[src/sv/soft_ellipse_pixel_shader_core_macros.svh]
// Assertion helpers shared by the shader RTL.
// Each macro expects signals named clock and reset in the calling scope.
`ifndef SOFT_ELLIPSE_PIXEL_SHADER_CORE_MACROS_SVH
`define SOFT_ELLIPSE_PIXEL_SHADER_CORE_MACROS_SVH

// Same-cycle implication.
`define SEP_ASSERT_IMPL(name, ante, cons, msg) \
   name: assert property (@(posedge clock) disable iff (reset) (ante) |-> (cons)) \
      else $error(msg);

// Next-cycle implication.
`define SEP_ASSERT_NEXT(name, ante, cons, msg) \
   name: assert property (@(posedge clock) disable iff (reset) (ante) |=> (cons)) \
      else $error(msg);

`endif

[src/sv/sep_pkg.sv]
`default_nettype none

package sep_pkg;

   localparam int COORD_BITS = 12;
   // signed offset in Q13.4 and its magnitude in Q12.4
   localparam int OFS_W = COORD_BITS + 5;
   localparam int ABS_W = COORD_BITS + 4;

   // distance divider: (num << FRAC_SHIFT) / den
   localparam int NUM_W       = 35;
   localparam int FRAC_SHIFT  = 28;
   localparam int DIV1_DEN_W  = 32;
   localparam int DIV1_QUOT_W = 46;
   localparam int ROOT_W      = DIV1_QUOT_W / 2;
   // rim divider: over * rmax / softness, 14 fraction bits
   localparam int DIV2_DEN_W  = 8;
   localparam int DIV2_QUOT_W = 14;

   localparam logic [14:0] ONE_Q14     = 15'd16384;
   localparam logic [16:0] ONE_Q16     = 17'd65536;
   localparam logic [12:0] INNER_SLOPE = 13'd7864;
   localparam logic [15:0] RIM_PEAK    = 16'd58982;
   localparam logic [15:0] SMOOTH_3    = 16'd49152;
   localparam logic [16:0] ALPHA_MIN   = 17'd327;

   localparam logic       CSR_EDGE_SOFTNESS = 1'b0;
   localparam logic       CSR_FRAME_FADE    = 1'b1;
   localparam logic [7:0] EDGE_SOFTNESS_RST = 8'd24;
   localparam logic [8:0] FRAME_FADE_RST    = 9'd256;

   typedef struct packed {
      logic [COORD_BITS-1:0] pixel_x;
      logic [COORD_BITS-1:0] pixel_y;
      logic [COORD_BITS-1:0] center_x;
      logic [COORD_BITS-1:0] center_y;
      logic [7:0]            radius_x;
      logic [7:0]            radius_y;
      logic [8:0]            opacity;
      logic [8:0]            color_red;
      logic [8:0]            color_green;
      logic [8:0]            color_blue;
      logic [23:0]           current_rgb;
   } sep_req_type;

   typedef struct packed {
      logic [23:0] new_rgb;
      logic        pixel_written;
   } sep_rsp_type;

   // data that rides along the divider and root pipelines
   typedef struct packed {
      logic        far;
      logic        in_core;
      logic        rim;
      logic [16:0] alpha;
      logic [7:0]  rmax;
      logic [8:0]  opacity;
      logic [8:0]  color_red;
      logic [8:0]  color_green;
      logic [8:0]  color_blue;
      logic [23:0] current_rgb;
   } sep_side_type;

endpackage

`default_nettype wire

[src/sv/sep_sqrt_pipe.sv]
`default_nettype none

// Integer square root, one root bit per stage (floor).
module sep_sqrt_pipe import sep_pkg::*; #(
   parameter int RW = 23
) (
   input  logic              clock,
   input  logic              reset,
   input  logic              in_valid,
   input  logic [2*RW-1:0]   in_radicand,
   input  sep_side_type      in_side,
   output logic              out_valid,
   output logic [RW-1:0]     out_root,
   output sep_side_type      out_side
);

   logic             valid_ff [RW];
   logic [RW:0]      rem_ff   [RW];
   logic [RW-1:0]    root_ff  [RW];
   logic [2*RW-1:0]  rad_ff   [RW];
   sep_side_type     side_ff  [RW];

   for (genvar k = 0; k < RW; k++) begin : g_step
      logic            v_prev;
      logic [RW:0]     rem_prev;
      logic [RW-1:0]   root_prev;
      logic [2*RW-1:0] rad_prev;
      sep_side_type    side_prev;
      logic [RW+2:0]   rem_sh;
      logic [RW+2:0]   trial;
      logic [RW+2:0]   diff;
      logic            ge;
      logic [RW:0]     rem_in;
      logic [RW-1:0]   root_in;
      logic [2*RW-1:0] rad_in;

      if (k == 0) begin : g_first
         assign v_prev    = in_valid;
         assign rem_prev  = '0;
         assign root_prev = '0;
         assign rad_prev  = in_radicand;
         assign side_prev = in_side;
      end else begin : g_next
         assign v_prev    = valid_ff[k-1];
         assign rem_prev  = rem_ff[k-1];
         assign root_prev = root_ff[k-1];
         assign rad_prev  = rad_ff[k-1];
         assign side_prev = side_ff[k-1];
      end

      assign rem_sh  = {rem_prev, rad_prev[2*RW-1:2*RW-2]};
      assign trial   = {1'b0, root_prev, 2'b01};
      assign ge      = rem_sh >= trial;
      assign diff    = rem_sh - trial;
      assign rem_in  = ge ? diff[RW:0] : rem_sh[RW:0];
      assign root_in = {root_prev[RW-2:0], ge};
      assign rad_in  = {rad_prev[2*RW-3:0], 2'b00};

      always_ff @(posedge clock) begin
         if (reset) begin
            valid_ff[k] <= 1'b0;
         end else begin
            valid_ff[k] <= v_prev;
         end
         rem_ff[k]  <= rem_in;
         root_ff[k] <= root_in;
         rad_ff[k]  <= rad_in;
         side_ff[k] <= side_prev;
      end
   end

   assign out_valid = valid_ff[RW-1];
   assign out_root  = root_ff[RW-1];
   assign out_side  = side_ff[RW-1];

endmodule

`default_nettype wire

[config.mk]
export PLATFORM = sky130hd
export DESIGN_NAME = sep_sqrt_pipe
export DESIGN_NICKNAME = d
export VERILOG_FILES = /design/src/sv/soft_ellipse_pixel_shader_core_macros.svh /design/src/sv/sep_pkg.sv /design/src/sv/sep_sqrt_pipe.sv
export SDC_FILE = /design/constraint.sdc
export NUM_CORES = 2
export LEC_CHECK = 0
export BUFFER_PORTS_ARGS = -buffer_cell sky130_fd_sc_hd__buf_2
export CORE_MARGIN = 5
export CORE_UTILIZATION = 60
export CTS_CLUSTER_SIZE = 28
export DETAILED_ROUTE_END_ITERATION = 6
export PLACE_DENSITY = 0.86
export SYNTH_ARGS = -nofsm -noshare
export SYNTH_HDL_FRONTEND = slang
export SYNTH_MEMORY_MAX_BITS = 65536
export SYNTH_SLANG_ARGS = --single-unit
[constraint.sdc]
create_clock -name clock -period 4.9 [get_ports clock]
set_input_delay 1.47 -clock clock [delete_from_list [all_inputs] [get_ports clock]]
set_output_delay 1.47 -clock clock [all_outputs]
set_load 0.05 [all_outputs]
==> flow_metrics.py <==
metrics = {
    "worst_hold_path": {
        "hold_path_class": "flip-flop to flip-flop",
    },
    "final_layout": {
        "fillerInstances": 9365,
        "insertedDiodeCount": 0,
        "layout.nets": 7510,
        "layout_cell_share_with_drive_strength_beyond_1": 0.112,
        "final_cell_area_mm2": 0.101,
        "regArea_mm2": 0.0666,
        "finish.utilization": 0.696,
        "multiInputGateArea_mm2": 0.0191,
        "area_growth_syn_to_layout_pct": 15.6,
        "post_layout_nonfiller_instances": 9217,
        "final_cell_mix": "sky130_fd_sc_hd__dfxtp_1, sky130_fd_sc_hd__inv_1, sky130_fd_sc_hd__clkbuf_16, sky130_fd_sc_hd__ha_1, sky130_fd_sc_hd__nand2_1",
        "final_common_cell": "sky130_fd_sc_hd__dfxtp_1",
    },
    "drt": {
        "totalWireLength_um": 145000,
        "antenna_violating_nets_post_route": 0,
        "drt_pre_antenna_iters": 6,
        "wl_per_cell_um": 15.7,
        "remaining_drc_errors": 0,
        "initialDrtViolationCount": 2616,
        "avgViaCountPerCell": 4.92,
        "vias": 45300,
    },
    "worst_setup_path": {
        "critical_path_required_ps": 5590,
        "critical_path.startpoint": "rem_ff[0][131]",
        "reg2reg_setup_slack_ps": 1370,
        "worst-endpoint-arrival_ps": 4220,
        "cp_max_fo": 24,
        "crit_path_end_kind": "flip-flop",
        "worstReg2RegEnd": "rem_ff[0][167]",
        "timing.setup.critical_path_class": "flip-flop to flip-flop",
        "critPathCapture": "rem_ff[0][167]",
        "worst_flop_to_flop_path_startpoint": "rem_ff[0][131]",
        "cp-start-kind": "flip-flop",
        "worstRegToRegCells": 8,
    },
    "clock_network": {
        "post_cts_resize_count": 0,
        "clkSlewWorstSetupHoldPaths_ps": 70,
        "post-cts-setup-buffers": 0,
        "clk-insertion-delay-late_ps": 900,
        "cts.sink_count": 3327,
        "cts_tree": "yes",
        "clock_tree.buffer_depth": 4,
        "ctsRootBufferMaster": "sky130_fd_sc_hd__clkbuf_16",
        "cts.hold.buffers_added": 0,
        "ctsHtreeMaxLevel": 5,
        "cts_made_buffers": 312,
    },
    "run": {
        "drv.max_cap_violation_count": 0,
    },
    "timing": {
        "post-route-min-period_ps": 3530,
        "max_clock_freq_mhz": 283,
        "timing_max_transition_violations_final": 0,
        "worst_clock_skew_ps": 72.2,
        "hold_violations": 0,
        "post-route-worst-setup-slack_ps": 1370,
        "setup-tns-final_ps": 0,
        "fin_crit_sh": 0.721,
        "setup_viol": 0,
        "grt_setup_unrepaired": "false",
        "timing.slew.headroom": 0.132,
        "worst_pin_slew_ps": 1290,
    },
    "floorplan": {
        "initial_utilization": 0.602,
        "die-width_um": 392,
        "floorplan.die.height_um": 392,
        "design.core.area_mm2": 0.145,
        "design.portCount": 249,
        "placementRows": 140,
        "fp.dieArea_mm2": 0.153,
    },
    "logic_synthesis": {
        "synth_largest_area_cell": "sky130_fd_sc_hd__dfxtp_1",
        "ys_flop_type": "sky130_fd_sc_hd__dfxtp_1",
        "syn_area_per_cell_um2": 13.3,
        "number_of_enable_type_register_cells_in_the_synthesized_netlist": 0,
        "postSynthNetCount": 7021,
        "synth.top_cells.by_area": "sky130_fd_sc_hd__dfxtp_1, sky130_fd_sc_hd__ha_1, sky130_fd_sc_hd__xor2_1",
        "synth.top_cell.area_share": 0.762,
        "yosys.cell_types.count": 86,
        "yosys_register_bits": 3327,
        "netlist_area_mm2": 0.0874,
        "async_reset_ff_frac": 0,
        "synth.yosys.seq_area_share": 0.762,
        "yosysWarningCount": 0,
        "netlist_instances": 6584,
    },
    "global_route": {
        "pin_count_of_the_biggest_net_entering_global_routing": 38,
        "first_global_vias": 47200,
        "grtUsageMet1": 0.215,
        "gr-max-usage-layer": "met2",
        "wire_length_of_the_first_global_routing_pass_um": 237000,
        "use_met2": 0.355,
        "grt_use_total": 0.190,
        "antenna_found_initial": 3,
        "globalRoute.totalOverflow": 0,
        "gr-usage-met3": 0.0336,
    },
    "status": {
        "result_of_the_run": "finished clean",
    },
    "pwr": {
        "leakagePower_nw": 45.5,
        "power_density_mw_per_mm2": 590,
        "vdd_drop_max_mv": 0.360,
    },
    "placed_design": {
        "post_dp_cell_area_mm2": 0.0908,
        "placed_cells": 8676,
        "number_of_buffers_inserted_by_port_buffering": 248,
        "globalplace.congestion": 0.908,
        "dp.final_hpwl_um": 90000,
        "pre_cts_slack_ps": 1440,
    },
}
==> critical path, cell delays in order, from the launching register on <==
cell and delay (ps):
sky130_fd_sc_hd__dfxtp_1 320, sky130_fd_sc_hd__or4_1 570, sky130_fd_sc_hd__or3_4 370, sky130_fd_sc_hd__nand2b_4 160, sky130_fd_sc_hd__or4_1 460, sky130_fd_sc_hd__nor3_1 280, sky130_fd_sc_hd__nand3_1 650, sky130_fd_sc_hd__nor4b_1 410
sky130_fd_sc_hd__xor2_1 150
==> metrics by stage <==
| stage | total power [mW] | hold WS [ps] |
|---|---|---|
| final | 59.7 | 255 |
| after global routing | 62.3 | 252 |
| after CTS | 60.3 | 245 |
| after detailed placement | 36.4 | 312 |
| after global placement | 36.1 | 309 |
| after floorplan | 34.9 | 310 |
==> power by group <==
| group | total, mW | switching, mW | internal, mW |
|---|---|---|---|
| Combinational | 4.81 | 2.71 | 2.09 |
| Clock | 23.7 | 9.62 | 14.1 |
| Sequential | 31.1 | 1.43 | 29.7 |
| Total | 59.7 | 13.8 | 45.9 |
==> how the worst min path moves through the flow <==
stage | cells past startpoint | end | start | slack, ps
final | 0 | side_ff[1][506] | side_ff[1][418] | 250
after global routing | 0 | side_ff[2][336] | side_ff[2][248] | 250
after CTS | 0 | side_ff[2][336] | side_ff[2][248] | 240
after detailed placement | 0 | rad_ff[0][114] | rad_ff[0][68] | 310
after global placement | 0 | rad_ff[0][230] | rad_ff[0][184] | 310
after floorplan | 0 | rad_ff[0][100] | rad_ff[0][54] | 310
==> flip-flops by register name, summed over array words and instances, names as in the netlist <==
register	flops
rad_ff	506
rem_ff	498
root_ff	276
side_ff	2024
valid_ff	23
==> synthesized netlist by cell type, types with 7 or more instances <==
library cell	instances
sky130_fd_sc_hd__dfxtp_1	3327
sky130_fd_sc_hd__inv_1	371
sky130_fd_sc_hd__ha_1	300
sky130_fd_sc_hd__nand2_1	297
sky130_fd_sc_hd__o21ai_0	265
sky130_fd_sc_hd__nor2_1	256
sky130_fd_sc_hd__a21oi_1	255
sky130_fd_sc_hd__xor2_1	206
sky130_fd_sc_hd__xnor2_1	189
sky130_fd_sc_hd__nor3_1	121
sky130_fd_sc_hd__a21o_1	108
sky130_fd_sc_hd__nand3_1	85
sky130_fd_sc_hd__clkbuf_1	69
sky130_fd_sc_hd__nor2b_1	66
sky130_fd_sc_hd__o21a_1	63
sky130_fd_sc_hd__nand2b_1	47
sky130_fd_sc_hd__nand4_1	47
sky130_fd_sc_hd__nor4_1	42
sky130_fd_sc_hd__or3_1	41
sky130_fd_sc_hd__o31ai_1	30
sky130_fd_sc_hd__a211oi_1	29
sky130_fd_sc_hd__a31oi_1	26
sky130_fd_sc_hd__mux2_2	26
sky130_fd_sc_hd__o21bai_1	22
sky130_fd_sc_hd__or4_1	21
sky130_fd_sc_hd__and3_1	20
sky130_fd_sc_hd__o211ai_1	18
sky130_fd_sc_hd__nand3b_1	17
sky130_fd_sc_hd__or2_2	17
sky130_fd_sc_hd__and2_1	15
sky130_fd_sc_hd__nor4b_1	13
sky130_fd_sc_hd__buf_1	10
sky130_fd_sc_hd__nand4b_1	9
sky130_fd_sc_hd__buf_2	8
sky130_fd_sc_hd__mux2i_1	8
sky130_fd_sc_hd__nor3b_1	8
sky130_fd_sc_hd__a211o_1	7
sky130_fd_sc_hd__a221oi_1	7
==> final cells by class <==
class / count / share of cell area
clock buffer: 426 / 0.0878
tap: 1917 / 0.0237
inverter: 374 / 0.0139
sequential: 3327 / 0.659
timing repair buffer: 262 / 0.0133
multi-input combinational: 2796 / 0.189
clock inverter: 115 / 0.0136
==> cells by family (layout without fill, tap and decap cells) <==
group / after synthesis / after routing / share of synthesized area
adders and majority gates: 300 / 300 / 0.0429
xor gates and xnor gates: 395 / 395 / 0.0396
DFF: 3327 / 3327 / 0.762
buffers and inverters: 461 / 1177 / 0.0199
and+or+nand+nor: 1153 / 1153 / 0.0663
muxes: 34 / 34 / 0.00427
other: 1 / 1 / 0.0000429
AOI/OAI and AO/OA: 913 / 913 / 0.0650
==> metal layers <==
metal,part of all wire,routed length (um)
met1,0.40,57700
met2,0.53,76400
met3,0.040,5830
met4,0.033,4720
met5,0,0
Note: power is estimated with default switching activity, not from simulation.
